File: src/fbpa_pkg.sv
// Shared types and constants for the fixed block pool allocator.
`timescale 1ns / 1ps

package fbpa_pkg;

   // Widths fixed by the register map and the result fields.
   localparam int CFG_W     = 32;  // widest configuration register
   localparam int CSR_IDX_W = 2;
   localparam int LG_W      = 4;
   localparam int CNT_W     = 9;
   localparam int STATUS_W  = 3;

   // Register indexes.
   localparam logic [CSR_IDX_W-1:0] REG_POOL_BASE  = 2'd0;
   localparam logic [CSR_IDX_W-1:0] REG_SLOT_LOG2  = 2'd1;
   localparam logic [CSR_IDX_W-1:0] REG_SLOT_COUNT = 2'd2;

   // Register reset values.
   localparam logic [CFG_W-1:0] POOL_BASE_RST  = 32'd0;
   localparam logic [LG_W-1:0]  SLOT_LOG2_RST  = 4'd2;
   localparam logic [CNT_W-1:0] SLOT_COUNT_RST = 9'd256;

   // Legal slot size range, log2 of bytes.
   localparam logic [LG_W-1:0] LG_MIN = 4'd2;
   localparam logic [LG_W-1:0] LG_MAX = 4'd12;

   // Request kinds.
   localparam logic KIND_ALLOC = 1'b0;
   localparam logic KIND_FREE  = 1'b1;

   // Result status codes.
   localparam logic [STATUS_W-1:0] ST_ALLOCATED    = 3'd0;
   localparam logic [STATUS_W-1:0] ST_FREED        = 3'd1;
   localparam logic [STATUS_W-1:0] ST_NONE_FREE    = 3'd2;
   localparam logic [STATUS_W-1:0] ST_OUTSIDE      = 3'd3;
   localparam logic [STATUS_W-1:0] ST_ALREADY_FREE = 3'd4;

   // Controller states.
   typedef enum logic [2:0] {
      S_IDLE = 3'b001,
      S_LOOK = 3'b010,
      S_EXEC = 3'b100
   } fbpa_state_type;

   // Controller to datapath commands.
   typedef struct packed {
      logic latch;  // capture the request payload
      logic look;   // resolve slot index, read link memory
      logic exec;   // update list state, write memory, load result
   } fbpa_cmd_type;

endpackage

File: src/fbpa_req_if.sv
// Request and response channel interfaces of the block pool allocator.
`timescale 1ns / 1ps

interface fbpa_req_if #(parameter int ADDR_WIDTH = 32);
   logic                  valid;
   logic                  ready;
   logic                  kind;
   logic [ADDR_WIDTH-1:0] address;

   modport source (output valid, output kind, output address, input ready);
   modport sink   (input valid, input kind, input address, output ready);
endinterface

interface fbpa_rsp_if #(parameter int ADDR_WIDTH = 32);
   logic                  valid;
   logic                  ready;
   logic [2:0]            status;
   logic [ADDR_WIDTH-1:0] granted_address;
   logic [8:0]            free_count;
   logic                  pool_full;
   logic                  pool_empty;

   modport source (output valid, output status, output granted_address, output free_count,
                   output pool_full, output pool_empty, input ready);
   modport sink   (input valid, input status, input granted_address, input free_count,
                   input pool_full, input pool_empty, output ready);
endinterface

File: src/fbpa_ram.sv
// Generic single write port RAM with registered read.
`timescale 1ns / 1ps

module fbpa_ram #(
   parameter int WIDTH = 8,
   parameter int DEPTH = 256
) (
   input  logic                     clock,
   input  logic                     we,
   input  logic [$clog2(DEPTH)-1:0] waddr,
   input  logic [WIDTH-1:0]         wdata,
   input  logic                     re,
   input  logic [$clog2(DEPTH)-1:0] raddr,
   output logic [WIDTH-1:0]         rdata_ff
);

   logic [WIDTH-1:0] mem_ff [DEPTH];

   always_ff @(posedge clock) begin
      if (we) begin
         mem_ff[waddr] <= wdata;
      end
      if (re) begin
         rdata_ff <= mem_ff[raddr];
      end
   end

endmodule

File: src/fbpa_ctrl.sv
// Sequencing state machine of the block pool allocator.
`timescale 1ns / 1ps

module fbpa_ctrl (
   input  logic                  clock,
   input  logic                  reset,
   input  logic                  req_valid,
   output logic                  req_ready,
   output logic                  rsp_valid,
   input  logic                  rsp_ready,
   output fbpa_pkg::fbpa_cmd_type cmd
);
   import fbpa_pkg::*;

   fbpa_state_type state_ff, state_in;
   logic           rsp_valid_ff, rsp_valid_in;
   logic           out_free;

   // Result register can take a new result when empty or drained this cycle.
   assign out_free = !rsp_valid_ff || rsp_ready;

   always_comb begin
      state_in  = state_ff;
      req_ready = 1'b0;
      cmd       = '0;
      unique case (state_ff)
         S_IDLE: begin
            req_ready = 1'b1;
            if (req_valid) begin
               cmd.latch = 1'b1;
               state_in  = S_LOOK;
            end
         end
         S_LOOK: begin
            cmd.look = 1'b1;
            state_in = S_EXEC;
         end
         S_EXEC: begin
            if (out_free) begin
               cmd.exec = 1'b1;
               state_in = S_IDLE;
            end
         end
         default: state_in = S_IDLE;
      endcase
   end

   always_comb begin
      if (cmd.exec) begin
         rsp_valid_in = 1'b1;
      end else if (rsp_ready) begin
         rsp_valid_in = 1'b0;
      end else begin
         rsp_valid_in = rsp_valid_ff;
      end
   end

   always_ff @(posedge clock) begin
      if (reset) begin
         state_ff     <= S_IDLE;
         rsp_valid_ff <= 1'b0;
      end else begin
         state_ff     <= state_in;
         rsp_valid_ff <= rsp_valid_in;
      end
   end

   assign rsp_valid = rsp_valid_ff;

endmodule

File: src/fbpa_datapath.sv
// Datapath: configuration, free list state, link memory and result register.
`timescale 1ns / 1ps

module fbpa_datapath #(
   parameter int MAX_SLOTS  = 256,
   parameter int ADDR_WIDTH = 32
) (
   input  logic                                clock,
   input  logic                                reset,
   input  fbpa_pkg::fbpa_cmd_type              cmd,
   input  logic                                csr_we,
   input  logic [fbpa_pkg::CSR_IDX_W-1:0]      csr_index,
   input  logic [fbpa_pkg::CFG_W-1:0]          csr_wdata,
   input  logic                                req_kind,
   input  logic [ADDR_WIDTH-1:0]               req_address,
   output logic [fbpa_pkg::STATUS_W-1:0]       rsp_status,
   output logic [ADDR_WIDTH-1:0]               rsp_granted_address,
   output logic [fbpa_pkg::CNT_W-1:0]          rsp_free_count,
   output logic                                rsp_pool_full,
   output logic                                rsp_pool_empty
);
   import fbpa_pkg::*;

   localparam int IDX_W = $clog2(MAX_SLOTS);
   localparam int ENT_W = IDX_W + 1;              // on-list bit over link
   localparam int CMP_W = (IDX_W > CNT_W) ? IDX_W + 1 : CNT_W + 1;

   // Configuration registers.
   logic [CFG_W-1:0] base_ff;
   logic [LG_W-1:0]  lg_ff;
   logic [CNT_W-1:0] count_ff;
   logic             reinit;

   // Free list state. Memory entries below the watermark are always written.
   logic [IDX_W-1:0] head_ff, head_in;
   logic [CNT_W-1:0] len_ff, len_in;
   logic [CNT_W-1:0] wm_ff, wm_in;

   // Request and lookup registers.
   logic                  kind_ff;
   logic [ADDR_WIDTH-1:0] addr_ff;
   logic [IDX_W-1:0]      idx_ff;
   logic                  outside_ff;
   logic                  from_list_ff;
   logic                  from_wm_ff;

   logic [LG_W-1:0]       eff_lg;
   logic [CNT_W-1:0]      eff_count;
   logic [ADDR_WIDTH-1:0] base_a;
   logic [ADDR_WIDTH-1:0] slot_off;
   logic                  outside;
   logic                  from_list;
   logic                  from_wm;
   logic [IDX_W-1:0]      look_idx;

   logic [ENT_W-1:0]      rd_ent;
   logic [IDX_W-1:0]      rd_link;
   logic                  rd_on;
   logic                  below_wm;
   logic                  mem_we;
   logic [ENT_W-1:0]      mem_wdata;
   logic [STATUS_W-1:0]   status_in;
   logic                  granted_ok;
   logic [CNT_W-1:0]      free_in;

   // ---------------- configuration ----------------
   always_comb begin
      if (lg_ff < LG_MIN) begin
         eff_lg = LG_MIN;
      end else if (lg_ff > LG_MAX) begin
         eff_lg = LG_MAX;
      end else begin
         eff_lg = lg_ff;
      end
   end

   assign eff_count = (32'(count_ff) > MAX_SLOTS) ? CNT_W'(MAX_SLOTS) : count_ff;
   assign base_a    = ADDR_WIDTH'(base_ff);

   always_comb begin
      unique case (csr_index)
         REG_POOL_BASE, REG_SLOT_LOG2, REG_SLOT_COUNT: reinit = csr_we;
         default:                                      reinit = 1'b0;
      endcase
   end

   always_ff @(posedge clock) begin
      if (reset) begin
         base_ff  <= POOL_BASE_RST;
         lg_ff    <= SLOT_LOG2_RST;
         count_ff <= SLOT_COUNT_RST;
      end else if (csr_we) begin
         unique case (csr_index)
            REG_POOL_BASE:  base_ff  <= csr_wdata;
            REG_SLOT_LOG2:  lg_ff    <= csr_wdata[LG_W-1:0];
            REG_SLOT_COUNT: count_ff <= csr_wdata[CNT_W-1:0];
            default: ;
         endcase
      end
   end

   // ---------------- lookup stage ----------------
   assign slot_off  = (addr_ff - base_a) >> eff_lg;
   assign outside   = (addr_ff < base_a) || (slot_off >= ADDR_WIDTH'(eff_count));
   assign from_list = len_ff != '0;
   assign from_wm   = wm_ff < eff_count;

   always_comb begin
      if (kind_ff == KIND_FREE) begin
         look_idx = IDX_W'(slot_off);
      end else if (from_list) begin
         look_idx = head_ff;
      end else begin
         look_idx = IDX_W'(wm_ff);
      end
   end

   always_ff @(posedge clock) begin
      if (cmd.latch) begin
         kind_ff <= req_kind;
         addr_ff <= req_address;
      end
      if (cmd.look) begin
         idx_ff       <= look_idx;
         outside_ff   <= outside;
         from_list_ff <= from_list;
         from_wm_ff   <= from_wm;
      end
   end

   fbpa_ram #(
      .WIDTH (ENT_W),
      .DEPTH (MAX_SLOTS)
   ) u_link_ram (
      .clock    (clock),
      .we       (mem_we),
      .waddr    (idx_ff),
      .wdata    (mem_wdata),
      .re       (cmd.look),
      .raddr    (look_idx),
      .rdata_ff (rd_ent)
   );

   // ---------------- execute stage ----------------
   assign rd_link  = rd_ent[IDX_W-1:0];
   assign rd_on    = rd_ent[IDX_W];
   assign below_wm = CMP_W'(idx_ff) < CMP_W'(wm_ff);

   always_comb begin
      head_in    = head_ff;
      len_in     = len_ff;
      wm_in      = wm_ff;
      mem_we     = 1'b0;
      mem_wdata  = '0;
      granted_ok = 1'b0;
      status_in  = ST_NONE_FREE;
      if (kind_ff == KIND_ALLOC) begin
         if (from_list_ff) begin
            // pop the head; keep the head when the list runs dry
            status_in  = ST_ALLOCATED;
            granted_ok = 1'b1;
            len_in     = len_ff - CNT_W'(1);
            if (len_ff != CNT_W'(1)) begin
               head_in = rd_link;
            end
            mem_we    = cmd.exec;
            mem_wdata = {1'b0, rd_link};
         end else if (from_wm_ff) begin
            // first hand-out of a slot: clears its on-list bit
            status_in  = ST_ALLOCATED;
            granted_ok = 1'b1;
            wm_in      = wm_ff + CNT_W'(1);
            mem_we     = cmd.exec;
            mem_wdata  = '0;
         end
      end else begin
         if (outside_ff) begin
            status_in = ST_OUTSIDE;
         end else if (!below_wm || rd_on) begin
            status_in = ST_ALREADY_FREE;
         end else begin
            status_in = ST_FREED;
            head_in   = idx_ff;
            len_in    = len_ff + CNT_W'(1);
            mem_we    = cmd.exec;
            mem_wdata = {1'b1, (len_ff != '0) ? head_ff : IDX_W'(0)};
         end
      end
   end

   // free = never handed out + waiting on the list
   assign free_in = eff_count - wm_in + len_in;

   always_ff @(posedge clock) begin
      if (reset || reinit) begin
         head_ff <= '0;
         len_ff  <= '0;
         wm_ff   <= '0;
      end else if (cmd.exec) begin
         head_ff <= head_in;
         len_ff  <= len_in;
         wm_ff   <= wm_in;
      end
   end

   always_ff @(posedge clock) begin
      if (cmd.exec) begin
         rsp_status          <= status_in;
         rsp_granted_address <= granted_ok ?
                                base_a + (ADDR_WIDTH'(idx_ff) << eff_lg) : '0;
         rsp_free_count      <= free_in;
         rsp_pool_full       <= free_in == '0;
         rsp_pool_empty      <= free_in == eff_count;
      end
   end

endmodule

File: src/fixed_block_pool_allocator.sv
// Top level of the fixed block pool allocator: controller, datapath, channel ports.
`timescale 1ns / 1ps

// Sequence: the request transfer, a lookup state that reads the link memory, then an execute
//   state that updates the list and loads the result; a new request is taken only when idle;
//   a result waiting on rsp_ready holds the update stage but not the next request capture.
// Reset: synchronous, active high; registers return to base 0, slot size 4 bytes,
//   256 slots, all free. Any register write re-initializes the pool at once, no sweep.
module fixed_block_pool_allocator #(
   parameter int MAX_SLOTS  = 256,
   parameter int ADDR_WIDTH = 32
) (
   input  logic                           clock,
   input  logic                           reset,
   fbpa_req_if.sink                       req_chan,
   fbpa_rsp_if.source                     rsp_chan,
   input  logic                           csr_we,
   input  logic [fbpa_pkg::CSR_IDX_W-1:0] csr_index,
   input  logic [fbpa_pkg::CFG_W-1:0]     csr_wdata
);
   import fbpa_pkg::*;

   fbpa_cmd_type cmd;

   // Controller: request transfer -> lookup -> execute, result register valid flag.
   fbpa_ctrl u_ctrl (
      .clock     (clock),
      .reset     (reset),
      .req_valid (req_chan.valid),
      .req_ready (req_chan.ready),
      .rsp_valid (rsp_chan.valid),
      .rsp_ready (rsp_chan.ready),
      .cmd       (cmd)
   );

   // Datapath: LIFO free list over a link memory plus an ascending watermark
   // for slots never handed out.
   fbpa_datapath #(
      .MAX_SLOTS  (MAX_SLOTS),
      .ADDR_WIDTH (ADDR_WIDTH)
   ) u_datapath (
      .clock               (clock),
      .reset               (reset),
      .cmd                 (cmd),
      .csr_we              (csr_we),
      .csr_index           (csr_index),
      .csr_wdata           (csr_wdata),
      .req_kind            (req_chan.kind),
      .req_address         (req_chan.address),
      .rsp_status          (rsp_chan.status),
      .rsp_granted_address (rsp_chan.granted_address),
      .rsp_free_count      (rsp_chan.free_count),
      .rsp_pool_full       (rsp_chan.pool_full),
      .rsp_pool_empty      (rsp_chan.pool_empty)
   );

endmodule

File: src/flat_wrapper.sv
// flat-port wrapper written by rule: the top's interface ports become plain ports
module fixed_block_pool_allocator_flat import fbpa_pkg::*;
#(
   parameter int MAX_SLOTS  = 256,
   parameter int ADDR_WIDTH = 32
)
  (clock, reset, csr_we, csr_index, csr_wdata, req_chan_valid, req_chan_kind, req_chan_address, req_chan_ready, rsp_chan_valid, rsp_chan_status, rsp_chan_granted_address, rsp_chan_free_count, rsp_chan_pool_full, rsp_chan_pool_empty, rsp_chan_ready);
  fbpa_req_if #(.ADDR_WIDTH(ADDR_WIDTH)) req_chan_i ();
  fbpa_rsp_if #(.ADDR_WIDTH(ADDR_WIDTH)) rsp_chan_i ();
  input  logic clock;
  input  logic reset;
  input  logic csr_we;
  input  logic [fbpa_pkg::CSR_IDX_W-1:0] csr_index;
  input  logic [fbpa_pkg::CFG_W-1:0] csr_wdata;
  input wire logic [$bits(req_chan_i.valid)-1:0] req_chan_valid;
  input wire logic [$bits(req_chan_i.kind)-1:0] req_chan_kind;
  input wire logic [$bits(req_chan_i.address)-1:0] req_chan_address;
  output wire logic [$bits(req_chan_i.ready)-1:0] req_chan_ready;
  output wire logic [$bits(rsp_chan_i.valid)-1:0] rsp_chan_valid;
  output wire logic [$bits(rsp_chan_i.status)-1:0] rsp_chan_status;
  output wire logic [$bits(rsp_chan_i.granted_address)-1:0] rsp_chan_granted_address;
  output wire logic [$bits(rsp_chan_i.free_count)-1:0] rsp_chan_free_count;
  output wire logic [$bits(rsp_chan_i.pool_full)-1:0] rsp_chan_pool_full;
  output wire logic [$bits(rsp_chan_i.pool_empty)-1:0] rsp_chan_pool_empty;
  input wire logic [$bits(rsp_chan_i.ready)-1:0] rsp_chan_ready;
  assign req_chan_i.valid = req_chan_valid;
  assign req_chan_i.kind = req_chan_kind;
  assign req_chan_i.address = req_chan_address;
  assign req_chan_ready = req_chan_i.ready;
  assign rsp_chan_valid = rsp_chan_i.valid;
  assign rsp_chan_status = rsp_chan_i.status;
  assign rsp_chan_granted_address = rsp_chan_i.granted_address;
  assign rsp_chan_free_count = rsp_chan_i.free_count;
  assign rsp_chan_pool_full = rsp_chan_i.pool_full;
  assign rsp_chan_pool_empty = rsp_chan_i.pool_empty;
  assign rsp_chan_i.ready = rsp_chan_ready;
  fixed_block_pool_allocator #(.MAX_SLOTS(MAX_SLOTS), .ADDR_WIDTH(ADDR_WIDTH)) u_core (.clock(clock), .reset(reset), .req_chan(req_chan_i), .rsp_chan(rsp_chan_i), .csr_we(csr_we), .csr_index(csr_index), .csr_wdata(csr_wdata));
endmodule
File: config.mk
export PLATFORM = sky130hd
export DESIGN_NAME = fixed_block_pool_allocator_flat
export DESIGN_NICKNAME = d
export VERILOG_FILES = /design/src/fbpa_pkg.sv /design/src/fbpa_req_if.sv /design/src/fbpa_ram.sv /design/src/fbpa_ctrl.sv /design/src/fbpa_datapath.sv /design/src/fixed_block_pool_allocator.sv /design/src/flat_wrapper.sv
export SDC_FILE = /design/constraint.sdc
export NUM_CORES = 2
export LEC_CHECK = 0
export BUFFER_PORTS_ARGS = -buffer_cell sky130_fd_sc_hd__clkbuf_2
export CAP_MARGIN = 10
export CORE_ASPECT_RATIO = 2
export CORE_UTILIZATION = 40
export DETAILED_ROUTE_END_ITERATION = 10
export SYNTH_ARGS = -nofsm -noshare
export SYNTH_HDL_FRONTEND = slang
export SYNTH_SLANG_ARGS = --single-unit
File: constraint.sdc
create_clock -name clock -period 35.7 [get_ports clock]
set_clock_uncertainty 0.1 [all_clocks]
set_input_delay 0 -clock clock [delete_from_list [all_inputs] [get_ports clock]]
set_output_delay 0 -clock clock [all_outputs]
set_load 0.05 [all_outputs]
# --- After elaboration in Yosys (flattened, before gate mapping) ---
# Memory sizes are Yosys's and may differ from the RTL's. A register that Yosys moved wholly into a read port is not among the register bits.
# Cells that the tools add are included.
# W data, S select, Z words.
word_totals:
  ramBits: 2304
  memories: 1
  elab_cells: 114
  register_bits: 165
  output_inout_bits: 48
memory_table:
  columns: ["name", "depth", "width", "rd", "rd_ports_with_merged_regs", "wr", "line_no", "source"]
  rows:
  - ["u_core.u_datapath.u_link_ram.mem_ff", 256, 9, 1, 1, 1, "fbpa_ram.sv:17", "logic [WIDTH-1:0] mem_ff [DEPTH];"]
classes:
  muxes: 49
  n_eq_ne: 11
  add_sub_neg: 7
  shifts: 2
  order_cmp: 7
  n_reduce_logical: 18
ops:
  columns: ["op", "count"]
  rows:
  - ["$mux W9", 11]
  - ["$mux W8", 9]
  - ["$add A32 B32 Y32", 1]
  - ["$ge A32 B9 Y1", 1]
  - ["$lt A32 B32 Y1", 1]
  - ["$shl A8 B4 Y32", 1]
  - ["$shr A32 B4 Y32", 1]
  - ["$sub A32 B32 Y32", 1]
  - ["$mux W1", 19]
  - ["$add A9 B1 Y9 const B", 2]
  - ["$mux W3", 5]
  - ["$add A9 B9 Y9", 1]
  - ["$eq A9 B9 Y1", 1]
  - ["$gt A9 B9 Y1 const B", 1]
  - ["$logic_not A9 Y1", 1]
  - ["$lt A8 B9 Y1", 1]
  - ["$lt A9 B9 Y1", 1]
  - ["$ne A9 B1 Y1 const B", 1]
  - ["$pmux W3 S3", 1]
  - ["$reduce_bool A9 Y1", 1]
  - ["$sub A9 B1 Y9 const B", 1]
  - ["$sub A9 B9 Y9", 1]
  - ["$mux W4", 2]
  - ["$ne A2 B2 Y1 const B", 4]
  - ["other kinds (15)", 25]

# --- Longest topological paths before layout ---
depth:
  depth_word: 9
  ltp_mapped: 28
  mapped_depth_nobuf: 28

# --- By module ---
# A second synthesis with hierarchy kept.
hier_totals:
  cells_unflattened: 5777
  area_unflattened_um2: 102398.2
modules_own_cells:
  columns: ["module", "seq_area_each_um2", "instances", "area_each_um2", "cells_each"]
  rows:
  - ["fbpa_ram", 69456.6, 1, 89368.2, 4237]
  - ["fbpa_datapath", 4124.0, 1, 12834.8, 1521]
  - ["fbpa_ctrl", 80.1, 1, 195.2, 19]

# --- Worst setup path before layout ---
# No wires, ideal clock.
synth_path:
  path_kind: "register to register"
  from: "register u_core.u_datapath.idx_ff[1]"
  to: "memory u_core.u_datapath.u_link_ram.mem_ff[0][0] in the netlist's numbering (data pin)"
  period_less_slack_ps: 17173
  arrival_time_ps: 16209
  t_required_ps: 34736
  setup_slack_ps: 18527
  path_stages_with_launch: 14
  path_cell_list: "edfxtp_1 ha_1 a21o_1 a21o_1 a21o_1 a21o_1 a21o_1 a21o_1 a21oi_1 o21bai_1 nor3_1 and2_1 clkbuf_1 a22o_1"
synth_between:
  elab_chain_len: 6
synth_rtl:
  columns: ["item", "line_no", "source"]
  rows:
  - ["start, declared", "fbpa_datapath.sv:42", "logic [IDX_W-1:0] idx_ff;"]
  - ["start signal, assigned", "fbpa_datapath.sv:124", "idx_ff <= look_idx;"]
  - ["$lt A8 B9 Y1", "fbpa_datapath.sv:147", "assign below_wm = CMP_W'(idx_ff) < CMP_W'(wm_ff);"]
  - ["$logic_not A1 Y1", "fbpa_datapath.sv:179", "end else if (!below_wm || rd_on) begin"]
  - ["$logic_or A1 B1 Y1", "fbpa_datapath.sv:179", null]
  - ["$mux W9", "fbpa_datapath.sv:179", null]
  - ["$mux W9", "fbpa_datapath.sv:177", "if (outside_ff) begin"]
  - ["$mux W9", "fbpa_datapath.sv:157", "if (kind_ff == KIND_ALLOC) begin"]
  - ["named net u_core.u_datapath.mem_wdata[0]", "fbpa_datapath.sv:61", "logic [ENT_W-1:0] mem_wdata;"]
  - ["end, declared", "fbpa_ram.sv:17", null]
# The timed path passes the listed nets, and every way through them passes these cells.

# --- Worst setup path in the final report ---
layout_path:
  from: "register u_core.u_datapath.addr_ff[0]"
  to: "register u_core.u_datapath.u_link_ram.rdata_ff[6] (read register of u_core.u_datapath.u_link_ram.mem_ff) (data pin)"
layout_between:
  elab_chain_len: 3
layout_rtl:
  columns: ["item", "line_no", "source"]
  rows:
  - ["start, declared", "fbpa_datapath.sv:41", "logic [ADDR_WIDTH-1:0] addr_ff;"]
  - ["start signal, assigned", "fbpa_datapath.sv:121", "addr_ff <= req_address;"]
  - ["$sub A32 B32 Y32", "fbpa_datapath.sv:103", "assign slot_off = (addr_ff - base_a) >> eff_lg;"]
  - ["$shr A32 B4 Y32", "fbpa_datapath.sv:103", null]
  - ["$mux W8", "fbpa_datapath.sv:109", "if (kind_ff == KIND_FREE) begin"]
  - ["end, declared", "fbpa_ram.sv:14", "output logic [WIDTH-1:0] rdata_ff"]
# No other way between the ends.
# A chain may end at the register's enable or synchronous reset.

==> results by group <==
Synth
  • Most common cell in the synthesized netlist: edfxtp_1
  • Synth warn: 0
  • Async SR Flop Fraction: 0
  • Synth cell count leaders: edfxtp_1 (2403), nand2_1 (1653), nand3_1 (676), nor2_1 (435), a21oi_1 (262)
  • Syn_area_per_cell: roughly 14 sq um
  • Most area-consuming cells after synthesis: edfxtp_1 (69%), nand2_1 (5.9%), nand3_1 (3.2%), mux4_2 (3.1%), mux2i_1 (2.1%)
  • Dominant synthesized flop cell: edfxtp_1
  • Register bit total from synthesis: between 2k and 2.5k
  • Top cell type's share of synthesized area: 0.689
  • Cells after synthesis: approximately 7.7k
  • Netlist Area Pre-Place: 105000 sq um
  • Share of the yosys chip area belonging to registers: 0.704
  • Post-synth cell types: ~110
  • Area leader, netlist: edfxtp_1
  • Post-synth EDFFs: between 2k and 2.5k

Timing
  • Rel. slew slack: 0.0625
  • Setup WS post-layout: roughly 26 ns
  • Hold Violations, Final: 0
  • Fmax: ~110 MHz
  • Fin crit period: approximately 9.4 ns
  • RSZ-0062 raised after global routing: no
  • Max-slew violation count: 0
  • Final period utilization: 0.263
  • Slew @ Worst Pin: approximately 1.4 ns
  • Setup TNS: 0 ns
  • Final Setup Violations: 0

Die
  • I/O pin cnt: 120
  • Die area: between 200000 and 300000 sq um
  • Starting density of the core: 0.402
  • Die W: roughly 360 microns
  • Chip height: approximately 730 microns
  • Core area: 260000 sq um
  • Core Rows: ~270

Clock network
  • # resized after CTS: 0
  • CTS tree: yes
  • Longest Clk Path Bufs: 4
  • Clk_lat worst skew: 0.87 ns
  • Clock transition at path regs: 0.07 ns
  • Cts bufs inserted: 206
  • CTS Root Buffer Type: clkbuf_16
  • Clock sinks: about 2.5k
  • H-tree levels: 4

Power
  • PwrDens: about 55 nW/um^2
  • Total net switching power: between 0.0015 and 0.002 W
  • Int Power: 0.00467 W
  • Logic gate share of total power: 0.156
  • Worst vdd ir: roughly 0.000042 V
  • Pleak: 39.3 nW
  • Power share of the sequential group: 0.493
  • Sw Share: 0.274
  • Clk network pwr share: 0.351

Finish
  • Reg area: ~74000 sq um
  • Post-route non-filler standard cell count: approximately 12k
  • Area growth, synth to finish: 11.9%
  • Share of layout cells above drive strength 1: 0.0997
  • # nets final: a little over 8k
  • Filler Cells Inserted: 22.8k
  • Core Util, Final: 0.450
  • Area of the multi-input gates: 28400 sq um

Run status
  • Status: complete, no violations

Worst setup path
  • Worst Path Max Fanout: 94
  • Crit-path most repeated cell: buf_4
  • Worst setup EP type: flop
  • Crit path DAT: 9.97 ns
  • Critical-path cell list: inv_1 -> ha_1 -> fa_1 -> nand2b_1 -> a21oi_2 -> o21a_1 -> o211ai_1 -> a221oi_1 -> o31ai_1 -> o311ai_4 -> buf_4 -> buf_4 -> buf_12 -> buf_4 -> buf_4 -> and2_0 -> a221oi_1 -> a311oi_1 -> a31oi_1 -> a21o_1 -> a2111oi_0 -> o21ai_1 -> nand3_1
  • Crit path kind: flop to flop
  • Largest stage delay, worst path: 1.01 ns
  • Crit start category: flop
  • Critical Path RT: approximately 36 ns
  • CP max stage cell: a2111oi_0
  • Delay-heaviest family, CP: compound AO/OA/AOI/OAI gates
  • Crit path buf inv count: 6
  • R2r setup slk: 26.32 ns

Placement
  • Global placer's final weighted congestion: slightly below 1
  • Port Buffers: about 120
  • Dpl ws: about 27 ns
  • HPWL Detailed: 211000 microns
  • Placed cell count: between 10k and 15k

Route
  • Vias: roughly 67k
  • Routed Wire Length: approximately 340000 microns
  • Drt first pass iters: 8
  • Vias/cell: between 5 and 6
  • Post-route DRC violation count: 0
  • Detailed Route Iter0 Violations: just under 7k
  • DR WL/cell: 29.1 microns
  • Post-DRT Antenna Nets: 0

Min path
  • Worst min path class: input port to flop

GRT
  • First-pass GRT wire length: roughly 480000 microns
  • Number of global-route vias before repair: around 67k
  • Antenna violations before repair: 12
  • Grt ovf: 0
  • Tot GR Track Use: 0.250
  • Largest net degree at the start of global routing: about 190

Flow run
  • Max Cap Viol: 0
[sequential cells by signal, summed over array words and instances (netlist names), 3 cells and up]
| signal | flops |
|---|---|
| u_core.u_datapath.rsp_granted_address | 32 |
| u_core.u_datapath.wm_ff | 9 |
| u_core.u_datapath.len_ff | 9 |
| u_core.u_datapath.idx_ff | 8 |
| u_core.u_datapath.lg_ff | 4 |
| u_core.u_datapath.head_ff | 8 |
| u_core.u_ctrl.state_ff | 3 |
| u_core.u_datapath.addr_ff | 32 |
| u_core.u_datapath.u_link_ram.mem_ff | 2304 |
| u_core.u_datapath.rsp_free_count | 9 |
| u_core.u_datapath.count_ff | 9 |
| u_core.u_datapath.base_a | 32 |
| u_core.u_datapath.rsp_status | 3 |
| u_core.u_datapath.u_link_ram.rdata_ff | 9 |
[area by class of cell]
| class | instances | area share |
|---|---|---|
| clock buffers | 245 | 0.0458 |
| inverters | 90 | 0.00330 |
| repair buffers | 472 | 0.0330 |
| clock inverters | 115 | 0.00927 |
| diodes | 12 | 0.000256 |
| multi-input cells | 4672 | 0.243 |
| well taps | 3471 | 0.0371 |
| flip-flops and latches | 2478 | 0.629 |
[worst paths after layout]
check | from | end | cells after the start
max | u_core.u_datapath.addr_ff[0] | u_core.u_datapath.u_link_ram.rdata_ff[6] | 23
min | req_chan_valid | u_core.u_ctrl.state_ff[0] | 6
max reg2reg | u_core.u_datapath.addr_ff[0] | u_core.u_datapath.u_link_ram.rdata_ff[6] | 23
min reg2reg | u_core.u_datapath.base_a[8] | u_core.u_datapath.base_a[8] | 2
[placed cells by master (no fill, tap or decap), types with 46 or more instances in the layout]
| cell type | count |
|---|---|
| mux2i_1 | 216 |
| nor2_1 | 428 |
| mux4_2 | 142 |
| nand3_1 | 672 |
| nand2_1 | 1647 |
| clkbuf_2 | 119 |
| ha_1 | 93 |
| buf_4 | 139 |
| a32oi_1 | 64 |
| o21ai_0 | 94 |
| edfxtp_1 | 2403 |
| inv_1 | 79 |
| clkbuf_16 | 209 |
| dfxtp_1 | 75 |
| and3_1 | 81 |
| a311oi_1 | 95 |
| a221oi_1 | 52 |
| clkinv_1 | 46 |
| a21oi_1 | 261 |
| a31oi_1 | 62 |
| dlygate4sd3_1 | 201 |
| xnor2_1 | 49 |
| nor3_1 | 70 |
[power by group through the flow]
stage	Combinational, W	Clock, W	Sequential, W
2_1_floorplan	0.000619	0	0.00324
3_3_place_gp	0.000965	0	0.00324
3_5_place_dp	0.000977	0	0.00324
4_1_cts	0.000996	0.00227	0.00317
5_1_grt	0.00105	0.00237	0.00317
6_report	0.00101	0.00226	0.00317
[metrics by stage]
step           hold WS, ns  cell area, sq um  total power [W]
3_5_place_dp        0.0796            109000          0.00422
5_1_grt              0.196            117000          0.00659
6_report             0.141            117000          0.00643
4_1_cts              0.101            117000          0.00644
3_3_place_gp        0.0819            109000          0.00420
2_1_floorplan     -0.00113            105000          0.00386
[logic make-up after synthesis]
logic type	Yosys count	share of synthesized area
adder cells (fa/ha/maj)	103	0.0130
other	2	0.0000717
flip-flops	2478	0.704
XOR/XNOR	78	0.00652
AND/OR/NAND/NOR	3138	0.130
buffers and inverters	571	0.0281
AO/OA/AOI/OAI	976	0.0660
multiplexers	371	0.0530
[metal layers]
metal | global-route usage | up-vias | routed length, microns
li1 | - | 29306 | -
met1 | 0.264 | 33997 | 111000
met2 | 0.446 | 3190 | 173000
met3 | 0.0314 | 898 | 21900
met4 | 0.197 | 4 | 30400
met5 | 0 | - | 27
[worst register-to-register path, delay by kind of cell (launching register included)]
kind | cells | cell delay [ns]
buffers and inverters | 6 | 3.16
and+or+nand+nor | 3 | 0.71
AOI/OAI and AO/OA | 12 | 4.24
DFF | 1 | 0.36
adders and majority gates | 2 | 0.64
[repair_timing]
| item | CTS | global route |
|---|---|---|
| hold endpoints to repair | 130 | 0 |
| buffers inserted | 0 | 0 |
| hold buffers | 201 | 0 |
Note: power is estimated with default switching activity, not from simulation.
